[config.mk]
export PLATFORM = sky130hd
export DESIGN_NAME = csp_lane
export DESIGN_NICKNAME = d
export VERILOG_FILES = /design/src/rtl/core/csp_pkg.sv /design/src/rtl/core/csp_lane.sv
export SDC_FILE = /design/constraint.sdc
export NUM_CORES = 1
export LEC_CHECK = 0
export BUFFER_PORTS_ARGS = -buffer_cell sky130_fd_sc_hd__buf_2
export CORE_MARGIN = 5
export CORE_UTILIZATION = 25
export CTS_CLUSTER_DIAMETER = 60
export DETAILED_ROUTE_END_ITERATION = 7
export PLACE_DENSITY = 0.51
export SETUP_SLACK_MARGIN = 0.5
export SLEW_MARGIN = 5
export SYNTH_ARGS = -nofsm -noshare
export SYNTH_HDL_FRONTEND = slang
export SYNTH_SLANG_ARGS = --single-unit
[constraint.sdc]
create_clock -name clk -period 13.3 [get_ports clk]
set_clock_uncertainty 0.05 [all_clocks]
set_input_delay 1.995 -clock clk [delete_from_list [all_inputs] [get_ports clk]]
set_output_delay 1.995 -clock clk [all_outputs]
set_load 0.005 [all_outputs]
[src/rtl/core/csp_pkg.sv]
`default_nettype none
// ----------------------------------------------------------------------------
// csp_pkg
// Types, widths and constants shared by the cosine similarity core.
// ----------------------------------------------------------------------------
package csp_pkg;

  localparam int COMPONENTS = 5;
  localparam int COMP_W     = 7;
  localparam int PCT_W      = 7;
  localparam int PCT_MAX    = 100;

  // lane products and sums
  localparam int LPROD_W = 2 * COMP_W;
  localparam int SUM_W   = LPROD_W + $clog2(COMPONENTS);
  localparam int MAG_W   = 2 * SUM_W;

  // 200 * dot, and its square
  localparam int SCALE   = 200;
  localparam int SCALE_W = 8;
  localparam int DSC_W   = SUM_W + SCALE_W;
  localparam int RHS_W   = 2 * DSC_W;

  // (2n-1)^2 table and the search product
  localparam int KSQ_W   = 2 * (PCT_W + 1);
  localparam int KSQ_N   = 2 ** PCT_W;
  localparam int TEST_W  = KSQ_W + MAG_W;

  typedef struct packed {
    logic [COMP_W-1:0] a_comp0;
    logic [COMP_W-1:0] a_comp1;
    logic [COMP_W-1:0] a_comp2;
    logic [COMP_W-1:0] a_comp3;
    logic [COMP_W-1:0] a_comp4;
    logic [COMP_W-1:0] b_comp0;
    logic [COMP_W-1:0] b_comp1;
    logic [COMP_W-1:0] b_comp2;
    logic [COMP_W-1:0] b_comp3;
    logic [COMP_W-1:0] b_comp4;
  } item_t;

  typedef struct packed {
    logic [PCT_W-1:0] similarity_pct;
    logic             zero_vector;
  } result_t;

  typedef struct packed {
    logic [LPROD_W-1:0] ab;
    logic [LPROD_W-1:0] aa;
    logic [LPROD_W-1:0] bb;
  } lane_t;

  // state carried down the search pipeline
  typedef struct packed {
    logic [PCT_W-1:0] n;
    logic [MAG_W-1:0] prod;
    logic [RHS_W-1:0] rhs;
    logic             zero;
  } srch_t;

  typedef logic [KSQ_W-1:0] ksq_arr_t [KSQ_N];

  function automatic ksq_arr_t build_ksq();
    ksq_arr_t t;
    int k;
    for (int c = 0; c < KSQ_N; c++) begin
      k = (c == 0) ? 1 : 2 * c - 1;
      t[c] = KSQ_W'(k * k);
    end
    return t;
  endfunction

  // KSQ[c] = (2c-1)^2, entry zero unused
  localparam ksq_arr_t KSQ = build_ksq();

endpackage
`default_nettype wire

[src/rtl/core/csp_lane.sv]
`default_nettype none
// ----------------------------------------------------------------------------
// csp_lane
// One component lane: registers a*b, a*a and b*b.
// ----------------------------------------------------------------------------
module csp_lane (
  input  wire logic                       clk,
  input  wire logic                       en,
  input  wire logic [csp_pkg::COMP_W-1:0] a,
  input  wire logic [csp_pkg::COMP_W-1:0] b,
  output csp_pkg::lane_t                  prods
);

  always_ff @(posedge clk) begin
    if (en) begin
      prods.ab <= csp_pkg::LPROD_W'(a) * csp_pkg::LPROD_W'(b);
      prods.aa <= csp_pkg::LPROD_W'(a) * csp_pkg::LPROD_W'(a);
      prods.bb <= csp_pkg::LPROD_W'(b) * csp_pkg::LPROD_W'(b);
    end
  end

endmodule
`default_nettype wire

==> results.json <==
{
  "synth-simple-area-share_pct": 15.0,
  "cts_setup_buffers": 0,
  "grt_pass1_wl_um": 18300,
  "drv_slew": 0,
  "ys_ff_latch": 40,
  "slew_headroom_pct": 36.1,
  "p_sw_share_pct": 37.7,
  "synth-compound-area-share_pct": 9.41,
  "place.detailed.hpwl_um": 8270,
  "syn_inst": 518,
  "tightest_slew_ps": 958,
  "grt_pass1_vias": 3748,
  "fin_tns_setup_ps": 0,
  "reg.largest.list": "prods x40",
  "fp-row-count": 52,
  "internal-power_mw": 0.479,
  "fp.coreArea_sq_um": 20300,
  "area_growth_pct": 13.4,
  "p_comb_share_pct": 54.7,
  "hold_viol": 0,
  "seqCellArea_sq_um": 1200,
  "status": "complete, no violations",
  "die_y_um": 154,
  "cts_tree": "built",
  "synth.avg_cell_area_sq_um": 9.99,
  "io-pin-count": 58,
  "overflow": 0,
  "n_antenna_cell": 0,
  "synthAdderAreaFrac_pct": 39.2,
  "layout-drive-gt1-share_pct": 12.6,
  "postCtsResizedCells": 0,
  "max_clock_freq_mhz": 165,
  "wl_um": 10400,
  "leakagePower_nw": 2.81,
  "grt_antenna_before_repair": 0,
  "wire_per_inst_um": 12.5,
  "largest_reg_flops": 40,
  "fin_crit_sh_pct": 45.7,
  "cts.sinks": 40,
  "nets": 709,
  "routabilityCongestion": 0.789,
  "port_buffers": 55,
  "ys_warn_count": 0,
  "drt-pass1-iter-count": 4,
  "root_buffer": "clkbuf_16",
  "stdcell_area_sq_um": 5870,
  "ys_seq_area_share_pct": 23.2,
  "endpoint_kind": "flip-flop",
  "criticalPathCategory": "in2reg",
  "die_area_sq_um": 23700,
  "critPathRequiredTime_ps": 13290,
  "n_fill_cell": 2204,
  "grtUsageTotal_pct": 9.33,
  "power.share.clock_pct": 17.8,
  "synth_cell_types": 42,
  "syn-cell-area_sq_um": 5170,
  "regMostFlops": "prods",
  "clk_pin_slew_ps": 60,
  "start_kind": "input port",
  "fp.dieW_um": 154,
  "critPathArrivalTime_ps": 6060,
  "antenna_left": 0,
  "placed_area_sq_um": 5710,
  "muxShareOfSynthArea_pct": 0.193,
  "synth_top_family_by_area": "adder cells",
  "fin_crit_ps": 6070,
  "hold_class": "in2reg",
  "cts_buffer_depth": 2,
  "cts_hold_buffers": 0,
  "rsz0062_at_grt": "false",
  "cts_inserted_buffers": 5,
  "drt_iter0_markers": 170,
  "power.switching_mw": 0.290,
  "setup_viol": 0,
  "start_util_pct": 25.5,
  "path_max_fanout": 16,
  "synth_xor_xnor_area_share_pct": 6.60,
  "finalPower_mw": 0.769,
  "power_density_nw_per_um2": 131,
  "htreeDepth": 2,
  "maxCapViolCount": 0,
  "grt_max_degree": 41,
  "vias": 3602,
  "viasPerCell": 4.33,
  "drt_drc_violations_left": 0,
  "max-vdd-ir-drop_mv": 0.0444,
  "multi_input_area_sq_um": 3650,
  "p_seq_share_pct": 27.5
}
[layer usage]
layer  GRT usage, %  share of wire (%)  up-vias  routed length (um)
li1               -                  -     1795                   -
met1           12.8                 49     1752                5090
met2           15.4                 46       47                4820
met3           1.49                3.4        8                 355
met4           2.27                1.1        0                 112
met5              0                  0        -                   0
[final cells by class]
cell class | instances | share of cell area (%)
multi-input combinational | 394 | 62.2
clock buffer | 5 | 2.13
timing repair buffer | 55 | 4.69
clock inverter | 3 | 0.640
inverter | 65 | 4.16
tap | 270 | 5.76
sequential | 40 | 20.5
[final timing paths]
path / from / to / slack, ps / cells after the start
worst min-delay path: b[0] / prods[0]$_DFFE_PP_ / 2070 / 1
worst max-delay path: a[4] / prods[24]$_DFFE_PP_ / 7230 / 17
[Yosys cell counts]
cell      number  share of area [%]
o22ai_2        1               0.24
nor2b_1        5               0.60
buf_2          1              0.097
fa_1          50                 19
and2_1        63                7.6
conb_1         1              0.072
a211oi_1       2               0.29
a31o_1         3               0.51
nand3_1        6               0.58
o211ai_2       1               0.24
o211ai_1       1               0.15
mux2i_1        1               0.19
and2b_1        3               0.44
or3_1          2               0.24
o21ba_2        1               0.19
o21a_1         6               0.87
a31oi_1        1               0.12
buf_4          2               0.29
nor3_1         2               0.19
nand4_1        1               0.12
clkbuf_1      17                1.2
inv_1         65                4.7
a21oi_1       22                2.1
nand2_1       41                3.0
o31ai_1        1               0.15
a21oi_2        3               0.51
a21boi_1       1               0.15
a21boi_0       1               0.15
o21ai_1        2               0.19
edfxtp_1      40                 23
nor4_1         1               0.12
a311o_1        1               0.19
nand2b_1       4               0.48
nor2_1        14                1.0
xnor2_1       22                3.7
o21bai_1       6               0.87
a31o_2         4               0.68
a21o_1         5               0.73
o21ai_0       11                1.1
xor2_1        17                2.9
and3_1         5               0.60
ha_1          82                 20
[critical path: stages]
cell and delay [ps]:
buf_2 260, and2_1 210, ha_1 250, xor2_1 180
fa_1 500, inv_1 50, fa_1 520, inv_1 50
fa_1 520, inv_1 40, ha_1 340, and2_1 190
a311o_1 330, a21oi_2 210, o21bai_1 80, a21o_1 180
xor2_1 130
[metrics by stage]
step / utilization [%] / worst slack (ps) / instances / hold slack [ps]
5_1_grt: 28.9 / 6970 / 832 / 2070
2_1_floorplan: - / 7130 / 519 / 2040
6_report: 28.9 / 7230 / 832 / 2070
3_3_place_gp: 28.1 / 6940 / 824 / 2340
3_5_place_dp: 28.1 / 6900 / 824 / 2340
4_1_cts: 28.9 / 7210 / 832 / 2050
[kinds of logic (layout without fill, tap and decap cells)]
kind of cell / count (synthesis) / after routing
AOI/OAI and AO/OA: 73 / 73
DFF: 40 / 40
xor gates and xnor gates: 39 / 39
muxes: 1 / 1
adders and majority gates: 132 / 132
buffers and inverters: 85 / 128
other: 1 / 2
and+or+nand+nor: 147 / 147
[power by group through the flow]
stage | clock, mW | sequential (mW) | combinational [mW]
2_1_floorplan | 0 | 0.219 | 0.307
3_3_place_gp | 0 | 0.216 | 0.429
3_5_place_dp | 0 | 0.217 | 0.425
4_1_cts | 0.143 | 0.214 | 0.430
5_1_grt | 0.148 | 0.217 | 0.493
6_report | 0.137 | 0.211 | 0.421
[placed cells by master, fill, tap and decap left out, types with 6 or more instances in the layout]
cell and count:
nand2_1 41, inv_1 65, nor2_1 14, o21bai_1 6
xnor2_1 22, a21oi_1 22, fa_1 50, xor2_1 17
ha_1 82, and2_1 63, nand3_1 6, buf_2 55
o21a_1 6, o21ai_0 11, edfxtp_1 40
No activity file was read; power rests on OpenSTA's default activity.
