**config.mk**
```make
export PLATFORM = sky130hd
export DESIGN_NAME = csp_merge
export DESIGN_NICKNAME = d
export VERILOG_FILES = /design/src/rtl/core/csp_pkg.sv /design/src/rtl/core/csp_merge.sv
export SDC_FILE = /design/constraint.sdc
export NUM_CORES = 2
export LEC_CHECK = 0
export BUFFER_PORTS_ARGS = -buffer_cell sky130_fd_sc_hd__buf_4
export CAP_MARGIN = 0
export CORE_MARGIN = 2
export CORE_UTILIZATION = 45
export CTS_BUF_LIST = sky130_fd_sc_hd__clkbuf_4 sky130_fd_sc_hd__clkbuf_8 sky130_fd_sc_hd__clkbuf_16
export DETAILED_ROUTE_END_ITERATION = 10
export MAX_ROUTING_LAYER = met4
export PLACE_DENSITY = 0.62
export SYNTH_ARGS = -nofsm -noshare
export SYNTH_HDL_FRONTEND = slang
export SYNTH_SLANG_ARGS = --single-unit
```
**constraint.sdc**
```tcl
create_clock -name clk -period 9.45 [get_ports clk]
set_clock_uncertainty 0.1 [all_clocks]
set_input_delay 0 -clock clk [delete_from_list [all_inputs] [get_ports clk]]
set_output_delay 0 -clock clk [all_outputs]
set_load 0.02 [all_outputs]
```
**src/rtl/core/csp_pkg.sv**
```systemverilog
`default_nettype none
// ----------------------------------------------------------------------------
// csp_pkg
// Types, widths and constants shared by the cosine similarity core.
// ----------------------------------------------------------------------------
package csp_pkg;

  localparam int COMPONENTS = 5;
  localparam int COMP_W     = 7;
  localparam int PCT_W      = 7;
  localparam int PCT_MAX    = 100;

  // lane products and sums
  localparam int LPROD_W = 2 * COMP_W;
  localparam int SUM_W   = LPROD_W + $clog2(COMPONENTS);
  localparam int MAG_W   = 2 * SUM_W;

  // 200 * dot, and its square
  localparam int SCALE   = 200;
  localparam int SCALE_W = 8;
  localparam int DSC_W   = SUM_W + SCALE_W;
  localparam int RHS_W   = 2 * DSC_W;

  // (2n-1)^2 table and the search product
  localparam int KSQ_W   = 2 * (PCT_W + 1);
  localparam int KSQ_N   = 2 ** PCT_W;
  localparam int TEST_W  = KSQ_W + MAG_W;

  typedef struct packed {
    logic [COMP_W-1:0] a_comp0;
    logic [COMP_W-1:0] a_comp1;
    logic [COMP_W-1:0] a_comp2;
    logic [COMP_W-1:0] a_comp3;
    logic [COMP_W-1:0] a_comp4;
    logic [COMP_W-1:0] b_comp0;
    logic [COMP_W-1:0] b_comp1;
    logic [COMP_W-1:0] b_comp2;
    logic [COMP_W-1:0] b_comp3;
    logic [COMP_W-1:0] b_comp4;
  } item_t;

  typedef struct packed {
    logic [PCT_W-1:0] similarity_pct;
    logic             zero_vector;
  } result_t;

  typedef struct packed {
    logic [LPROD_W-1:0] ab;
    logic [LPROD_W-1:0] aa;
    logic [LPROD_W-1:0] bb;
  } lane_t;

  // state carried down the search pipeline
  typedef struct packed {
    logic [PCT_W-1:0] n;
    logic [MAG_W-1:0] prod;
    logic [RHS_W-1:0] rhs;
    logic             zero;
  } srch_t;

  typedef logic [KSQ_W-1:0] ksq_arr_t [KSQ_N];

  function automatic ksq_arr_t build_ksq();
    ksq_arr_t t;
    int k;
    for (int c = 0; c < KSQ_N; c++) begin
      k = (c == 0) ? 1 : 2 * c - 1;
      t[c] = KSQ_W'(k * k);
    end
    return t;
  endfunction

  // KSQ[c] = (2c-1)^2, entry zero unused
  localparam ksq_arr_t KSQ = build_ksq();

endpackage
`default_nettype wire

```
**src/rtl/core/csp_merge.sv**
```systemverilog
`default_nettype none
// ----------------------------------------------------------------------------
// csp_merge
// Sums the lane products, then forms magA*magB and (200*dot)^2.
// Three stages, each stalls only when it holds data the next cannot take.
// ----------------------------------------------------------------------------
module csp_merge (
  input  wire logic           clk,
  input  wire logic           rst,
  input  csp_pkg::lane_t      lanes [csp_pkg::COMPONENTS],
  input  wire logic           valid_in,
  input  wire logic           down_en,
  output logic                up_en,
  output logic                valid_out,
  output csp_pkg::srch_t      dout
);

  logic                        v1, v2, v3;
  logic                        e1, e2, e3;
  logic [csp_pkg::SUM_W-1:0]   dot_sum, ma_sum, mb_sum;
  logic [csp_pkg::SUM_W-1:0]   dot, ma, mb;
  logic                        zero1, zero2;
  logic [csp_pkg::MAG_W-1:0]   prod2;
  logic [csp_pkg::DSC_W-1:0]   dsc2;

  assign e3    = !v3 || down_en;
  assign e2    = !v2 || e3;
  assign e1    = !v1 || e2;
  assign up_en = e1;
  assign valid_out = v3;

  always_comb begin
    dot_sum = '0;
    ma_sum  = '0;
    mb_sum  = '0;
    for (int i = 0; i < csp_pkg::COMPONENTS; i++) begin
      dot_sum = dot_sum + csp_pkg::SUM_W'(lanes[i].ab);
      ma_sum  = ma_sum  + csp_pkg::SUM_W'(lanes[i].aa);
      mb_sum  = mb_sum  + csp_pkg::SUM_W'(lanes[i].bb);
    end
  end

  always_ff @(posedge clk) begin
    if (rst) begin
      v1 <= 1'b0;
      v2 <= 1'b0;
      v3 <= 1'b0;
    end else begin
      if (e1) v1 <= valid_in;
      if (e2) v2 <= v1;
      if (e3) v3 <= v2;
    end
  end

  always_ff @(posedge clk) begin
    if (e1) begin
      dot   <= dot_sum;
      ma    <= ma_sum;
      mb    <= mb_sum;
      zero1 <= (ma_sum == '0) || (mb_sum == '0);
    end
    if (e2) begin
      prod2 <= csp_pkg::MAG_W'(ma) * csp_pkg::MAG_W'(mb);
      dsc2  <= csp_pkg::DSC_W'(dot) * csp_pkg::DSC_W'(csp_pkg::SCALE);
      zero2 <= zero1;
    end
    if (e3) begin
      dout.n    <= '0;
      dout.prod <= prod2;
      dout.rhs  <= csp_pkg::RHS_W'(dsc2) * csp_pkg::RHS_W'(dsc2);
      dout.zero <= zero2;
    end
  end

endmodule
`default_nettype wire

```
==> results <==
- The flow ran to the end, and the final reports show no timing, DRC or antenna violations.
- The worst pin sits at a relative slew slack of 34.83%.
- By count the netlist is led by inv_1 (803), fa_1 (702), nand2_1 (382), ha_1 (377), edfxtp_1 (187).
- In this design, the stage delay of the slowest critical-path cell is 890 ps.
- The final net count is 4944.
- After filler insertion, the fill cell instance count of the layout stands at 6961.
- For this run, the total global-route usage over all layers was measured as 21.55%.
- Yosys printed 0 warnings.
- The number of antenna-violating nets in the routed design is 0.
- Of the cells placed in the final design, the portion with a size suffix greater than 1 is 9.552%.
- The class of the tightest hold or removal check is input port to register.
- The detailed router finished its first iteration with 1212 violations.
- The pre-antenna-repair detailed-routing pass consisted of 5 iterations.
- In the final timing run, aggregate negative setup slack is 0 ps.
- Of the synthesized area, sequential elements account for 16.32%.
- Derived from the worst setup path, the maximum achievable clock frequency is 123.5 MHz.
- The largest driver fanout on the critical path is 20.
- Counting I/O delays and the setup requirement, the final critical path takes 8100 ps.
- Clock-pin slew was measured on the worst setup and hold paths at 70 ps.
- The number of global-route vias before repair is 25850.
- The max-slew violation total from the final report is 0.
- At the pin with the least slew margin, the transition time is 977.5 ps.
- The global-route wire length before repair is 130100 um.
- The count of buffers added on input and output ports is 293.
- The library cell occupying the most area in the post-synthesis netlist is fa_1.
- The register bit count reported by yosys is 190.
- The most instantiated flip-flop cell in the synthesis netlist is edfxtp_1.
- For this design, the CTS-stage hold fixing added 12 buffers.
- The H-tree generated during clock tree synthesis spans 4 levels.
- Detailed routing inserted a total of 23350 vias.
- Measured along the y axis, the die boundary spans 282.0 um.
- The worst setup path is launched from a register.
- Setup repair after global routing left no endpoint under its margin.
- The clock net in this run drives a total of 190 sinks.
- The total setup violations reported at the end of the flow is 0.
- The number of buffers inserted by post-CTS setup repair is 0.
- The placeable core region is 76200 um2.
- The synthesized netlist contains 61 unique library cells.
- The sum of overflow across all layers after global routing is 0.
- The startpoint of the most critical register-to-register path is dsc2[7].
- The maximum number of pins on one net before global-route repair is 58.
- The number of standard cells after synthesis is 3408.
- The detail-routed net length per standard cell is 16.46 um.
- For this configuration, the core starts out at a cell density of 45.63%.
- STA classifies the critical path endpoint as a register.
- The placer's final routability congestion estimate is 0.9032.
- The cell seen most often among critical-path stages is fa_1.
- The count of endpoints failing hold in the final timing report is 0.
- The signal on the critical path passes through inv_1 > nor2_1 > fa_1 > inv_1 > fa_1 > fa_1 > inv_1 > fa_1 > inv_1 > fa_1 > fa_1 > fa_1 > inv_1 > ha_1 > a21oi_1 > o21ai_0 > a2111oi_0 > o31ai_1 > a21oi_1 > o21a_1 > nand4_1 > a311o_1 > o211ai_1.
- The number of antenna violations at the first check in global routing was 0.
- The post-detailed-placement half-perimeter wirelength is 64640 um.
- The length in cells of the worst reg-to-reg path is 23.
- Summing every instance area after synthesis gives 34770 um2.
- By area the synthesized netlist is led by fa_1 (40%), edfxtp_1 (16%), ha_1 (14%), inv_1 (8.7%), nand2_1 (4.1%).
- The worst setup path is of the register to register kind.
- The cell with the biggest individual delay on the critical path is edfxtp_1.
- TritonCTS built the clock tree.
- The row count is 101.
- The async set-or-reset flop fraction in the synthesized netlist is 0%.
- The top cell type by area accounts for 40.42% of the synthesized area.
- In this run the critical register-to-register path is captured at dout[50].
- The number of gates resized after cts is 0.
- Wires add up to 77280 um.
- Counting flops with a built-in enable in the synthesized netlist gives 187.
- In the routed layout, each cell is associated on average with a via count of 4.975.
- The most critical setup path has its startpoint at dsc2[7].
- The die footprint is 79510 um2.
- The setup slack on the worst flop-to-flop path is 1350 ps.
- In this run the clock root is driven by a clkbuf_16.
- The number of clock buffers added by TritonCTS is 17.
- The clock insertion delay at the later pin of the skew report is 510 ps.
- For this design the top-level I/O count stands at 308.
- No sink is reached through more buffers than the 2 on the longest clock path.
- The number of instances in the placed design is 4650.
- The final worst-path cycle share is 85.71%.
- The die is 282.0 um wide.
- Relative to the synthesized area, the layout overhead comes to 11.13%.
- The end point of the critical path is dout[50].
- The synthesized area per cell is 10.20 um2.
- At the worst endpoint, the required time is 9690 ps.
- The repair_antennas step left the layout with diodes totalling 0.
- Among all cell types in the netlist, the one instantiated most often is inv_1.
- For this run, design rule violations remaining after detail routing come to 0.
- The data arrival time at the worst-slack endpoint is 8340 ps.
- The total of max-cap violations is 0.
- The finished layout holds 4694 standard cells, fillers aside.
## flip-flops by register name (all words and copies together) (netlist names)
signal     count
valid_out      1
v2             1
dot           17
zero1          1
dsc2          22
prod2         34
dout          78
ma            17
mb            17
zero2          1
v1             1
## critical path: cells and delay by family, from the launching register on
kind                     cells  cell delay [ps]
AND/OR/NAND/NOR              2              350
flip-flops                   1              890
buffers and inverters        5              560
AO/OA/AOI/OAI                8             2300
adder cells (fa/ha/maj)      8             3740
## worst min path at each step
stage | cells after the start | endpoint | from
after floorplan | 1 | v1 | rst
after global placement | 2 | v1 | rst
after detailed placement | 2 | v1 | rst
after CTS | 4 | dot[4] | lanes[200]
after global routing | 4 | dot[3] | lanes[198]
final | 4 | mb[11] | lanes[179]
## cell families after synthesis
| group | count (synthesis) | share of synthesized area, % |
|---|---|---|
| buffers and inverters | 904 | 9.910 |
| multiplexers | 4 | 0.1223 |
| flip-flops | 190 | 16.32 |
| other | 1 | 0.01078 |
| XOR/XNOR | 130 | 3.275 |
| adder cells (fa/ha/maj) | 1080 | 54.01 |
| AO/OA/AOI/OAI | 311 | 5.639 |
| AND/OR/NAND/NOR | 788 | 10.71 |
## area by class of cell
cell class,instances,area [um2],area share (%)
tap,1030,1289,3.335
sequential,190,5675,14.69
clock inverter,13,153.9,0.3983
multi-input combinational,2329,25710,66.53
clock buffer,19,440.4,1.140
timing repair buffer,310,2357,6.100
inverter,803,3017,7.807
## per-layer routing
metal | up-vias | track usage [%] | routed length, um
li1 | 10930 | - | -
met3 | 100 | 2.618 | 3302
met1 | 11760 | 26.73 | 33040
met5 | - | - | 0
met2 | 556 | 37.06 | 39050
met4 | 0 | 6.260 | 1891
## stage by stage
step | instance area, um2 | hold slack (ps) | utilization [%] | setup slack [ps]
after detailed placement | 37930 | 82.70 | 49.77 | 1476
after global placement | 37930 | 83.97 | 49.77 | 1640
after global routing | 38640 | 56.35 | 50.71 | 928.5
after CTS | 38640 | 3.911 | 50.71 | 1458
after floorplan | 34830 | -27.62 | - | 2612
final | 38640 | 44.34 | 50.71 | 1350
## cells in the final DEF (no fill, tap or decap), types with 5 or more instances in the layout
cell	synthesis	layout
a211oi_1	13	13
a21boi_0	6	6
a21o_1	43	43
a21oi_1	106	106
a31oi_1	18	18
and2_1	182	182
and3_1	12	12
buf_4	14	298
clkbuf_16	0	17
conb_1	1	16
dlygate4sd3_1	0	12
edfxtp_1	187	187
fa_1	702	702
ha_1	377	377
inv_1	803	801
nand2_1	382	381
nand2b_1	11	11
nand3_1	20	20
nand4_1	6	6
nor2_1	98	98
nor2b_1	18	18
nor3_1	20	20
o21a_1	12	12
o21ai_0	51	51
o21bai_1	23	23
o31a_1	5	5
or2_2	9	9
or3_1	6	6
xnor2_1	86	86
xor2_1	44	44
Power is left out: the tool's default activity adds up to more than one toggle a clock period on the data nets, which glitch-free logic cannot reach.
