$ cat config.mk
export PLATFORM = sky130hd
export DESIGN_NAME = csp_search_stage
export DESIGN_NICKNAME = d
export VERILOG_FILES = /design/src/rtl/core/csp_pkg.sv /design/src/rtl/core/csp_search_stage.sv
export SDC_FILE = /design/constraint.sdc
export NUM_CORES = 1
export LEC_CHECK = 0
export BUFFER_PORTS_ARGS = -buffer_cell sky130_fd_sc_hd__buf_2
export CORE_ASPECT_RATIO = 0.6
export CORE_MARGIN = 10
export CORE_UTILIZATION = 49
export DETAILED_ROUTE_END_ITERATION = 10
export GPL_ROUTABILITY_DRIVEN = 1
export PLACE_DENSITY = 0.68
export SYNTH_ARGS = -nofsm -noshare
export SYNTH_HDL_FRONTEND = slang
export SYNTH_SLANG_ARGS = --single-unit
export TNS_END_PERCENT = 1
$ cat constraint.sdc
create_clock -name clk -period 11.9 [get_ports clk]
set_clock_uncertainty 0.1 [all_clocks]
set_input_delay 0.595 -clock clk [delete_from_list [all_inputs] [get_ports clk]]
set_output_delay 0.595 -clock clk [all_outputs]
set_load 0.1 [all_outputs]
$ cat src/rtl/core/csp_pkg.sv
`default_nettype none
// ----------------------------------------------------------------------------
// csp_pkg
// Types, widths and constants shared by the cosine similarity core.
// ----------------------------------------------------------------------------
package csp_pkg;

  localparam int COMPONENTS = 5;
  localparam int COMP_W     = 7;
  localparam int PCT_W      = 7;
  localparam int PCT_MAX    = 100;

  // lane products and sums
  localparam int LPROD_W = 2 * COMP_W;
  localparam int SUM_W   = LPROD_W + $clog2(COMPONENTS);
  localparam int MAG_W   = 2 * SUM_W;

  // 200 * dot, and its square
  localparam int SCALE   = 200;
  localparam int SCALE_W = 8;
  localparam int DSC_W   = SUM_W + SCALE_W;
  localparam int RHS_W   = 2 * DSC_W;

  // (2n-1)^2 table and the search product
  localparam int KSQ_W   = 2 * (PCT_W + 1);
  localparam int KSQ_N   = 2 ** PCT_W;
  localparam int TEST_W  = KSQ_W + MAG_W;

  typedef struct packed {
    logic [COMP_W-1:0] a_comp0;
    logic [COMP_W-1:0] a_comp1;
    logic [COMP_W-1:0] a_comp2;
    logic [COMP_W-1:0] a_comp3;
    logic [COMP_W-1:0] a_comp4;
    logic [COMP_W-1:0] b_comp0;
    logic [COMP_W-1:0] b_comp1;
    logic [COMP_W-1:0] b_comp2;
    logic [COMP_W-1:0] b_comp3;
    logic [COMP_W-1:0] b_comp4;
  } item_t;

  typedef struct packed {
    logic [PCT_W-1:0] similarity_pct;
    logic             zero_vector;
  } result_t;

  typedef struct packed {
    logic [LPROD_W-1:0] ab;
    logic [LPROD_W-1:0] aa;
    logic [LPROD_W-1:0] bb;
  } lane_t;

  // state carried down the search pipeline
  typedef struct packed {
    logic [PCT_W-1:0] n;
    logic [MAG_W-1:0] prod;
    logic [RHS_W-1:0] rhs;
    logic             zero;
  } srch_t;

  typedef logic [KSQ_W-1:0] ksq_arr_t [KSQ_N];

  function automatic ksq_arr_t build_ksq();
    ksq_arr_t t;
    int k;
    for (int c = 0; c < KSQ_N; c++) begin
      k = (c == 0) ? 1 : 2 * c - 1;
      t[c] = KSQ_W'(k * k);
    end
    return t;
  endfunction

  // KSQ[c] = (2c-1)^2, entry zero unused
  localparam ksq_arr_t KSQ = build_ksq();

endpackage
`default_nettype wire

$ cat src/rtl/core/csp_search_stage.sv
`default_nettype none
// ----------------------------------------------------------------------------
// csp_search_stage
// One bit of the binary search for the largest n with
// (2n-1)^2 * magA*magB <= (200*dot)^2 and n <= 100.
// ----------------------------------------------------------------------------
module csp_search_stage (
  input  wire logic                      clk,
  input  wire logic                      rst,
  input  wire logic [csp_pkg::PCT_W-1:0] trial_bit,
  input  wire logic                      valid_in,
  input  csp_pkg::srch_t                 din,
  input  wire logic                      down_en,
  output logic                           up_en,
  output logic                           valid_out,
  output csp_pkg::srch_t                 dout
);

  logic [csp_pkg::PCT_W-1:0]  cand;
  logic [csp_pkg::KSQ_W-1:0]  ksq;
  logic [csp_pkg::TEST_W-1:0] lhs;
  logic                       pass;

  assign up_en = !valid_out || down_en;

  assign cand = din.n | trial_bit;
  assign ksq  = csp_pkg::KSQ[cand];
  assign lhs  = csp_pkg::TEST_W'(ksq) * csp_pkg::TEST_W'(din.prod);
  // the test is monotone in n, so keeping the bit on a pass converges
  assign pass = (cand <= csp_pkg::PCT_W'(csp_pkg::PCT_MAX)) &&
                (lhs <= csp_pkg::TEST_W'(din.rhs));

  always_ff @(posedge clk) begin
    if (rst) begin
      valid_out <= 1'b0;
    end else if (up_en) begin
      valid_out <= valid_in;
    end
  end

  always_ff @(posedge clk) begin
    if (up_en) begin
      dout.n    <= pass ? cand : din.n;
      dout.prod <= din.prod;
      dout.rhs  <= din.rhs;
      dout.zero <= din.zero;
    end
  end

endmodule
`default_nettype wire

==> results of run 1 <==
## routing by layer
metal	wire length (um)	vias up	track usage [%]
met5	0	-	0
met4	1270	0	5.74
met3	5300	98	6.37
met2	27300	703	38.5
met1	25900	8164	32.3
li1	-	7232	-
## layout make-up
cell class                      count  area [sq um]  area share [%]
Antenna cell                        2          5.00          0.0223
Clock buffer                        9           225            1.00
Clock inverter                      7          91.3           0.407
Inverter                          499          1870            8.35
Multi-Input combinational cell   1557         15600            69.3
Sequential cell                    93          2780            12.4
Tap cell                          570           713            3.18
Timing Repair Buffer              218          1180            5.28
## state kept, by name, summed over array words and instances, names as in the netlist
| signal | cells |
|---|---|
| dout | 92 |
| valid_out | 1 |
## kinds of logic (layout without fill, tap and decap cells)
kind of cell | Yosys count | after routing | synth area share, %
AO/OA/AOI/OAI | 297 | 297 | 9.11
XOR/XNOR | 45 | 45 | 1.91
adder cells (fa/ha/maj) | 580 | 580 | 49.1
buffers and inverters | 610 | 733 | 11.3
flip-flops | 93 | 93 | 13.5
multiplexers | 4 | 4 | 0.334
other | 0 | 2 | 0
AND/OR/NAND/NOR | 631 | 631 | 14.7
## worst register-to-register path, stage by stage (launching register included)
cell and delay [ns]:
sky130_fd_sc_hd__dfxtp_1 0.34, sky130_fd_sc_hd__nand2b_4 0.44, sky130_fd_sc_hd__buf_4 0.73
## how the worst min path moves through the flow
stage	startpoint	endpoint	cells past startpoint
2_1_floorplan	rst	valid_out	1
3_3_place_gp	rst	valid_out	2
3_5_place_dp	rst	valid_out	2
4_1_cts	rst	valid_out	2
5_1_grt	rst	valid_out	2
6_report	rst	valid_out	2
## layout by cell type (no fill, tap or decap), types with 3 or more instances in the layout
cell and instances:
sky130_fd_sc_hd__inv_1 498, sky130_fd_sc_hd__fa_1 380, sky130_fd_sc_hd__nand2_1 314, sky130_fd_sc_hd__ha_1 200
sky130_fd_sc_hd__buf_2 196, sky130_fd_sc_hd__and2_1 190, sky130_fd_sc_hd__a21oi_1 94, sky130_fd_sc_hd__edfxtp_1 92
sky130_fd_sc_hd__o21ai_0 55, sky130_fd_sc_hd__nor2_1 42, sky130_fd_sc_hd__a21o_1 41, sky130_fd_sc_hd__xnor2_1 28
sky130_fd_sc_hd__nand4_1 20, sky130_fd_sc_hd__buf_4 19, sky130_fd_sc_hd__nand3_1 17, sky130_fd_sc_hd__xor2_1 17
sky130_fd_sc_hd__a31oi_1 16, sky130_fd_sc_hd__o21a_1 11, sky130_fd_sc_hd__o21bai_1 11, sky130_fd_sc_hd__nor3_1 11
sky130_fd_sc_hd__a211oi_1 10, sky130_fd_sc_hd__nor2b_1 10, sky130_fd_sc_hd__clkbuf_16 9, sky130_fd_sc_hd__o22ai_1 8
sky130_fd_sc_hd__nand2b_1 7, sky130_fd_sc_hd__a31o_2 7, sky130_fd_sc_hd__o211ai_1 6, sky130_fd_sc_hd__nor4_1 6
sky130_fd_sc_hd__a221oi_1 4, sky130_fd_sc_hd__clkinv_8 4, sky130_fd_sc_hd__or2_1 3, sky130_fd_sc_hd__a21oi_2 3
sky130_fd_sc_hd__a311oi_1 3, sky130_fd_sc_hd__o21ai_4 3, sky130_fd_sc_hd__buf_12 3
## stage by stage
step                      hold slack [ns]  util [%]  instances
after floorplan                     0.564         -       2260
after global placement              0.652      53.1       2937
after detailed placement            0.654      53.1       2937
after CTS                           0.239      53.8       2953
after global routing                0.244      53.8       2954
final                               0.250      53.8       2955
## synthesized netlist by cell type, drive strengths merged, types with 3 or more instances
| library cell | n |
|---|---|
| a211oi | 11 |
| a21o | 41 |
| a21oi | 99 |
| a221oi | 5 |
| a311oi | 3 |
| a31o | 7 |
| a31oi | 16 |
| and2 | 190 |
| buf | 22 |
| clkbuf | 89 |
| edfxtp | 92 |
| fa | 380 |
| ha | 200 |
| inv | 499 |
| nand2 | 314 |
| nand2b | 8 |
| nand3 | 17 |
| nand4 | 20 |
| nor2 | 42 |
| nor2b | 10 |
| nor3 | 11 |
| nor4 | 6 |
| o211ai | 6 |
| o21a | 11 |
| o21ai | 59 |
| o21bai | 11 |
| o22ai | 8 |
| o31ai | 3 |
| or2 | 5 |
| xnor2 | 28 |
| xor2 | 17 |
==> run summary, run 1 <==
======================================================================================
Number of DRC markers after the initial detailed-route iteration                  1117
Max-Cap Viols                                                                        0
Distinct cells, synth                                                               64
Clock buffers created by TritonCTS                                                   9
I/O pin cnt                                                                        197
Post-synth EDFFs                                                                    92
Final worst path period share                                                    89.9%
Tightest Pin Transition                                                        1.28 ns
Required time of the critical path                                            11.94 ns
# clock sinks                                                                       93
Post-synth top area cell                                                  sky130_fd_sc_hd__fa_1
Critical R2R Launch                                                          valid_out
Last weighted congestion value of the routability-driven placer                  0.916
Final TNS setup                                                                   0 ns
Placeable core area                                                        41700 sq um
Standard cell area after detailed placement                                22100 sq um
Count of final max-slew check failures                                               0
Number of I/O port buffers                                                         196
RSZ-0062 raised after global routing                                                no
Number of cells upsized or downsized after cts                                       0
CP bufs+invs                                                                         5
All-layer global routing usage                                                   24.0%
Ranking of synthesized cells by area                                      sky130_fd_sc_hd__fa_1 37%, sky130_fd_sc_hd__edfxtp_1 13%, sky130_fd_sc_hd__ha_1 12%, sky130_fd_sc_hd__inv_1 9.1%, sky130_fd_sc_hd__and2_1 5.8%
Die Outline Area                                                           50900 sq um
Quantity of hold-fixing buffers added after cts                                      0
Critical path startpoint                                                  trial_bit[0]
Number of logic stages on the critical path including buffering                     36
Horizontal die dimension                                                        285 um
Remaining global-route overflow                                                      0
Number of filler instances in the final layout                                    3875
Most common flop cell mapped by yosys                                     sky130_fd_sc_hd__edfxtp_1
Seq/Total Area, Yosys                                                            13.5%
Setup WS post-layout                                                           1.20 ns
Synth Warn #                                                                         0
Syn Nets                                                                          2943
Kind of end point of the critical path                                        register
Height of the chip                                                              179 um
TritonCTS clock tree                                                              done
Net count, final                                                                  3061
Area growth from synthesis to layout                                             8.94%
Async set or reset register ratio after synthesis                                   0%
Share of layout cells above drive strength 1                                     11.0%
Type of the worst setup path                                                    in2reg
Initial standard-cell utilization of the core                                    49.4%
Synthesized area                                                           20600 sq um
Post-Syn Area per Cell                                                      9.11 sq um
Minimum clock period                                                          10.70 ns
Post-DP HPWL                                                                  46600 um
Clock slew at the register clock pins of the worst setup and hold paths        0.09 ns
Final Hold Violating Endpoints                                                       0
Cell count of the worst reg-to-reg path                                              2
Arrival @ worst endpoint                                                      10.75 ns
Buffer cell driving the clock tree root                                   sky130_fd_sc_hd__clkbuf_16
Remaining number of nets flagged by the antenna check after routing                  0
Standard-cell row count                                                             58
Highest achievable clock rate                                                 93.4 MHz
Largest stage delay, worst path                                                0.59 ns
Reg-to-Reg End                                                                dout[43]
Number of iterations in the first detailed-routing pass                              5
Pin count of the biggest net entering global routing                                59
Total of endpoints with negative setup slack in the final report                     0
Cell repeated most along the worst path                                   sky130_fd_sc_hd__fa_1
Clock latency of the later-clocked register in the worst-skew pair             0.38 ns
Total routed wirelength                                                       59800 um
Post-synth top area share                                                        37.0%
Critical path destination                                                     dout[91]
Path category of the worst min-delay check                                      in2reg
Detail-routed via count per cell                                                  5.48
Number of storage elements in the synthesis netlist                                 93
Longest Clk Path Bufs                                                                2
Antenna violations before repair                                                     3
Number of global-route vias before repair                                        17200
Cells after Synth                                                                 2260
First-pass GRT wire length                                                    95800 um
Biggest fanout along the worst timing path                                          27
Run status                                                                   completed
Maximum level of the CTS H-tree                                                      3
Number of buffers inserted to repair setup after CTS                                 0
Worst slew margin relative to its limit                                          14.5%
DRC violations left                                                                  0
Register-to-register path setup slack                                          9.85 ns
Routed len/inst                                                                20.2 um
Total vias in the final route                                                    16200
Area of all placed cells without fillers                                   22400 sq um
Launching element type of the critical path                                 input port
Worst setup slack after placement                                             0.967 ns
Delay-heaviest family, CP                                                  adder cells
Critical-path top delay cell                                              sky130_fd_sc_hd__fa_1
======================================================================================
Power of run 1 is left out: the tool's default activity adds up to more than one toggle a clock period on the data nets, which glitch-free logic cannot reach.
==> run 2: changes to the inputs <==
==> constraint.sdc (replaced) <==
create_clock -name clk -period 11.9 [get_ports clk]
set_clock_uncertainty 0.1 [all_clocks]
set_input_delay 1.19 -clock clk [delete_from_list [all_inputs] [get_ports clk]]
set_output_delay 1.19 -clock clk [all_outputs]
set_load 0.1 [all_outputs]
==> run summary, run 2 (synthesized netlist as in run 1, its figures left out) <==
======================================================================================
RSZ-0062 raised after global routing                                                no
Area growth from synthesis to layout                                             9.12%
Final Hold Violating Endpoints                                                       0   unchanged
Number of iterations in the first detailed-routing pass                              6   +1
Worst slew margin relative to its limit                                          18.2%   +3.8 points
# clock sinks                                                                       93   unchanged
Kind of end point of the critical path                                        register
Maximum level of the CTS H-tree                                                      3   unchanged
I/O pin cnt                                                                        197   unchanged
TritonCTS clock tree                                                              done
Biggest fanout along the worst timing path                                          26   -3.7%
Longest Clk Path Bufs                                                                2   unchanged
Standard cell area after detailed placement                                22100 sq um   +0.18%
First-pass GRT wire length                                                    95000 um   -0.84%
Net count, final                                                                  3071   +0.33%
Clock slew at the register clock pins of the worst setup and hold paths        0.08 ns   about the same
Path category of the worst min-delay check                                      in2reg
Clock buffers created by TritonCTS                                                   9   unchanged
Post-DP HPWL                                                                  46700 um   +0.37%
Register-to-register path setup slack                                          9.85 ns   about the same
Detail-routed via count per cell                                                  5.43   -0.96%
Number of I/O port buffers                                                         196   unchanged
Number of cells upsized or downsized after cts                                       0   unchanged
Reg-to-Reg End                                                                dout[83]
Top library cells by usage in the layout, fill and taps aside             498 x sky130_fd_sc_hd__inv_1, 380 x sky130_fd_sc_hd__fa_1, 314 x sky130_fd_sc_hd__nand2_1, 200 x sky130_fd_sc_hd__ha_1, 196 x sky130_fd_sc_hd__buf_2
Min-Delay Path Depth                                                                 2   unchanged
DRC violations left                                                                  0   unchanged
Remaining number of nets flagged by the antenna check after routing                  0   unchanged
Beginning of the worst hold path                                                   rst
Initial standard-cell utilization of the core                                    49.4%   unchanged
Cell repeated most along the worst path                                   sky130_fd_sc_hd__fa_1
Quantity of hold-fixing buffers added after cts                                      0   unchanged
Placeable core area                                                        41700 sq um   unchanged
All-layer global routing usage                                                   23.9%   -0.18 points
Post-layout utilization of the core                                              53.9%   +0.090 points
Pin count of the biggest net entering global routing                                59   unchanged
Leading registers by flop count                                           dout x92, valid_out x1
Final-layout worst hold slack                                                 0.848 ns   +0.597 ns
Largest stage delay, worst path                                                0.58 ns   about the same
Share of layout cells above drive strength 1                                     11.4%   +0.41 points
Launching element type of the critical path                                 input port
Number of buffers inserted to repair setup after CTS                                 0   unchanged
Antenna violations before repair                                                     1   -2
Count of final max-slew check failures                                               0   unchanged
Total routed wirelength                                                       59400 um   -0.69%
Clock latency of the later-clocked register in the worst-skew pair             0.38 ns   about the same
Largest Register                                                                  dout
Highest achievable clock rate                                                 89.3 MHz   -4.4%
Final TNS setup                                                                   0 ns   unchanged
Critical R2R Launch                                                          valid_out
Max-Cap Viols                                                                        0   unchanged
Tightest Pin Transition                                                        1.22 ns   -0.0562 ns
Standard-cell row count                                                             58   unchanged
Horizontal die dimension                                                        285 um   unchanged
Arrival @ worst endpoint                                                      11.23 ns   +0.48 ns
Number of global-route vias before repair                                        16900   -1.8%
Critical-path top delay cell                                              sky130_fd_sc_hd__fa_1
WHS Endpoint                                                                 valid_out
Number of DRC markers after the initial detailed-route iteration                  1404   +26%
Total vias in the final route                                                    16100   -0.66%
CP bufs+invs                                                                         7   +2
Routed len/inst                                                                20.0 um   -0.99%
Run status                                                                   completed
Type of the worst setup path                                                    in2reg
Flip-flop count of the largest register, all copies and words added                 92   unchanged
Remaining global-route overflow                                                      0   unchanged
Height of the chip                                                              179 um   unchanged
Minimum clock period                                                          11.19 ns   +0.490 ns
Last weighted congestion value of the routability-driven placer                  0.937   +2.2%
Delay-heaviest family, CP                                                  adder cells
Final worst path period share                                                    94.1%   +4.1 points
Cell count of the worst reg-to-reg path                                              2   unchanged
Most common library cell in the layout ignoring fill and taps             sky130_fd_sc_hd__inv_1
Die Outline Area                                                           50900 sq um   unchanged
Buffer cell driving the clock tree root                                   sky130_fd_sc_hd__clkbuf_16
Total of endpoints with negative setup slack in the final report                     0   unchanged
Required time of the critical path                                            11.94 ns   about the same
Area of all placed cells without fillers                                   22500 sq um   +0.17%
======================================================================================
## run 2: cell types whose count changed in the layout (fill, tap and decap cells not counted)
cell	delta
sky130_fd_sc_hd__buf_4	+13
sky130_fd_sc_hd__diode_2	-1
sky130_fd_sc_hd__buf_12	-3
sky130_fd_sc_hd__nor2_1	-1
sky130_fd_sc_hd__nor2_2	+1
## run 2: worst max-delay path by stage
stage,from,to,slack (ns),cells after the start
CTS,trial_bit[0],dout[85],0.84,36
global route,trial_bit[0],dout[85],0.02,36
global placement,trial_bit[0],dout[85],0.54,36
finish,trial_bit[0],dout[85],0.71,36
detailed placement,trial_bit[0],dout[85],0.45,36
floorplan,din[86],dout[85],1.69,38
## run 2: routing by layer
layer | vias up | routed length [um] | track usage (%)
met5 | - | 0 | 0
met4 | 0 | 825 | 4.44
met3 | 53 | 4830 | 4.57
met2 | 635 | 27200 | 38.2
met1 | 8156 | 26600 | 33.6
li1 | 7246 | - | -
## run 2: stage by stage
step / setup WS (ns) / cells
CTS: 0.837 / 2963
global placement: 0.542 / 2947
floorplan: 1.69 / 2260
global route: 0.0231 / 2963
finish: 0.708 / 2964
detailed placement: 0.450 / 2947
## run 2: area by class of cell
type	count	area, sq um
inverter	499	1870
clock buffer	9	225
clock inverter	7	91.3
tap	570	713
timing repair buffer	228	1220
antenna	1	2.50
fill	3949	19200
sequential	93	2780
multi-input combinational	1557	15600
## run 2: worst register-to-register path, delay by kind of cell (launching register included)
| family | cells | cell delay [ns] |
|---|---|---|
| DFF | 1 | 0.34 |
| buffers and inverters | 1 | 0.74 |
| and+or+nand+nor | 1 | 0.46 |
Power of run 2 is left out for the same reason.
==> run 3: changes to the inputs <==
--- a/config.mk
+++ b/config.mk
@@ -5,6 +5,7 @@
 export SDC_FILE = /design/constraint.sdc
 export NUM_CORES = 1
 export LEC_CHECK = 0
+export ABC_AREA = 1
 export BUFFER_PORTS_ARGS = -buffer_cell sky130_fd_sc_hd__buf_2
 export CORE_ASPECT_RATIO = 0.6
 export CORE_MARGIN = 10
==> run summary, run 3 <==
======================================================================================
Run status                                                                   completed
Maximum level of the CTS H-tree                                                      3   unchanged
Syn Nets                                                                          3290   +12%
Highest achievable clock rate                                                 88.3 MHz   -1.1%
Net count, final                                                                  3451   +12%
Routed len/inst                                                                22.5 um   +12%
Cells after Synth                                                                 2607   +15%
Share of layout cells above drive strength 1                                     10.1%   -1.2 points
Area growth from synthesis to layout                                             8.81%
Kind of end point of the critical path                                        register
Largest stage delay, worst path                                                0.58 ns   about the same
Worst slew margin relative to its limit                                          37.8%   +20 points
Number of iterations in the first detailed-routing pass                              8   +2
Type of the worst setup path                                                    in2reg
Die Outline Area                                                           52300 sq um   +2.7%
Clock slew at the register clock pins of the worst setup and hold paths        0.08 ns   about the same
Largest Register                                                                  dout
Longest Clk Path Bufs                                                                2   unchanged
Remaining global-route overflow                                                      0   unchanged
Number of buffers inserted to repair setup after CTS                                 0   unchanged
Critical-path top delay cell                                              sky130_fd_sc_hd__nand2_1
Horizontal die dimension                                                        289 um   +1.4%
Number of I/O port buffers                                                         196   unchanged
Leading registers by flop count                                           dout x92, valid_out x1
RSZ-0062 raised after global routing                                                no
Standard-cell row count                                                             58   unchanged
Top library cells by usage in the layout, fill and taps aside             619 x sky130_fd_sc_hd__inv_1, 486 x sky130_fd_sc_hd__nand2_1, 380 x sky130_fd_sc_hd__fa_1, 303 x sky130_fd_sc_hd__nor2_1, 200 x sky130_fd_sc_hd__ha_1
First-pass GRT wire length                                                   114000 um   +20%
Max-Cap Viols                                                                        0   unchanged
Delay-heaviest family, CP                                                 simple AND/OR/NAND/NOR gates
Clock buffers created by TritonCTS                                                   9   unchanged
Total vias in the final route                                                    18500   +15%
Synthesized area                                                           21200 sq um   +3.0%
Number of filler instances in the final layout                                    4001   +1.3%
Post-synth EDFFs                                                                    92   unchanged
Path category of the worst min-delay check                                      in2reg
Ranking of synthesized cells by area                                      sky130_fd_sc_hd__fa_1 36%, sky130_fd_sc_hd__edfxtp_1 13%, sky130_fd_sc_hd__ha_1 12%, sky130_fd_sc_hd__inv_1 11%, sky130_fd_sc_hd__nand2_1 8.6%
Post-DP HPWL                                                                  63300 um   +35%
Height of the chip                                                              181 um   +1.3%
Most used standard cell by instance count after synthesis                 sky130_fd_sc_hd__inv_1
Clock latency of the later-clocked register in the worst-skew pair             0.38 ns   about the same
Buffer cell driving the clock tree root                                   sky130_fd_sc_hd__clkbuf_16
Distinct cells, synth                                                               47   -27%
CP bufs+invs                                                                         7   unchanged
Most common library cell in the layout ignoring fill and taps             sky130_fd_sc_hd__inv_1
Minimum clock period                                                          11.32 ns   +0.130 ns
Async set or reset register ratio after synthesis                                   0%   unchanged
Arrival @ worst endpoint                                                      11.36 ns   +0.13 ns
All-layer global routing usage                                                   28.8%   +5.0 points
Number of global-route vias before repair                                        18700   +11%
Antenna violations before repair                                                     3   +2
Post-synth top area share                                                        35.9%   -1.1 points
Most common flop cell mapped by yosys                                     sky130_fd_sc_hd__edfxtp_1
Initial standard-cell utilization of the core                                    50.1%   +0.70 points
Placeable core area                                                        42300 sq um   +1.6%
Biggest fanout along the worst timing path                                          16   -38%
Last weighted congestion value of the routability-driven placer                   1.03   +9.8%
DRC violations left                                                                  0   unchanged
# clock sinks                                                                       93   unchanged
Flip-flop count of the largest register, all copies and words added                 92   unchanged
Number of cells upsized or downsized after cts                                       0   unchanged
Count of final max-slew check failures                                               0   unchanged
Final TNS setup                                                                   0 ns   unchanged
Ant diodes                                                                           0   -1
Quantity of hold-fixing buffers added after cts                                      0   unchanged
Seq/Total Area, Yosys                                                            13.1%   -0.40 points
Final Hold Violating Endpoints                                                       0   unchanged
Required time of the critical path                                            11.94 ns   about the same
Launching element type of the critical path                                 input port
Number of storage elements in the synthesis netlist                                 93   unchanged
TritonCTS clock tree                                                              done
Post-Syn Area per Cell                                                      8.13 sq um   -11%
I/O pin cnt                                                                        197   unchanged
Synth Warn #                                                                         0   unchanged
Detail-routed via count per cell                                                  5.54   +2.1%
Total routed wirelength                                                       75200 um   +27%
Remaining number of nets flagged by the antenna check after routing                  0   unchanged
Total of endpoints with negative setup slack in the final report                     0   unchanged
Post-synth top area cell                                                  sky130_fd_sc_hd__fa_1
Final worst path period share                                                    95.1%   +1.1 points
Cell repeated most along the worst path                                   sky130_fd_sc_hd__nand2_1
Pin count of the biggest net entering global routing                                54   -8.5%
Most frequent cells after synthesis                                       619 x sky130_fd_sc_hd__inv_1, 487 x sky130_fd_sc_hd__nand2_1, 380 x sky130_fd_sc_hd__fa_1, 303 x sky130_fd_sc_hd__nor2_1, 200 x sky130_fd_sc_hd__ha_1
Tightest Pin Transition                                                       0.930 ns   -0.294 ns
Number of DRC markers after the initial detailed-route iteration                  2160   +54%
======================================================================================
-- run 3: final timing paths --
check,depth (start not counted),endpoint,start,slack (ns)
worst min register to register,2,valid_out,valid_out,0.93
worst min-delay path,2,valid_out,rst,0.85
worst max-delay path,41,dout[85],trial_bit[0],0.58
worst max register to register,2,dout[76],valid_out,9.91
-- run 3: worst reg2reg max path, cell delays in order (launching register included) --
cell                      delay (ns)
sky130_fd_sc_hd__dfxtp_1        0.34
sky130_fd_sc_hd__nand2_4        0.51
sky130_fd_sc_hd__buf_4          0.63
-- run 3: cells by family after synthesis --
logic type | after synthesis | share of synthesized area [%]
fa+ha+maj | 580 | 47.7
compound gates | 197 | 5.32
xor+xnor | 35 | 1.45
buf+inv | 709 | 13.1
flops | 93 | 13.1
simple gates | 993 | 19.4
-- run 3: layout make-up --
type | count | area, sq um | share of cell area (%)
Clock inverter | 7 | 86.3 | 0.374
Timing Repair Buffer | 232 | 1250 | 5.42
Inverter | 627 | 2350 | 10.2
Clock buffer | 9 | 225 | 0.976
Sequential cell | 93 | 2780 | 12.1
Tap cell | 570 | 713 | 3.09
Multi-Input combinational cell | 1805 | 15700 | 67.9
-- run 3: stage by stage --
stage	hold slack (ns)	setup WS, ns	area, sq um	utilization [%]	instances
floorplan	1.16	2.59	21200	-	2607
global placement	0.899	0.363	22800	53.8	3327
detailed placement	0.949	0.397	22800	53.8	3327
CTS	0.836	0.758	23100	54.5	3343
global route	0.838	0.284	23100	54.5	3343
finish	0.851	0.578	23100	54.5	3343
-- run 3: per-layer routing --
metal	wire length [um]	part of all wire, %	vias up	GRT usage (%)
met1	32300	43	9038	42.2
met4	1530	2.0	4	6.24
met2	30800	41	1159	40.3
met5	27	0.036	-	0
met3	10600	14	112	9.72
li1	-	-	8217	-
Power of run 3 is left out for the same reason.
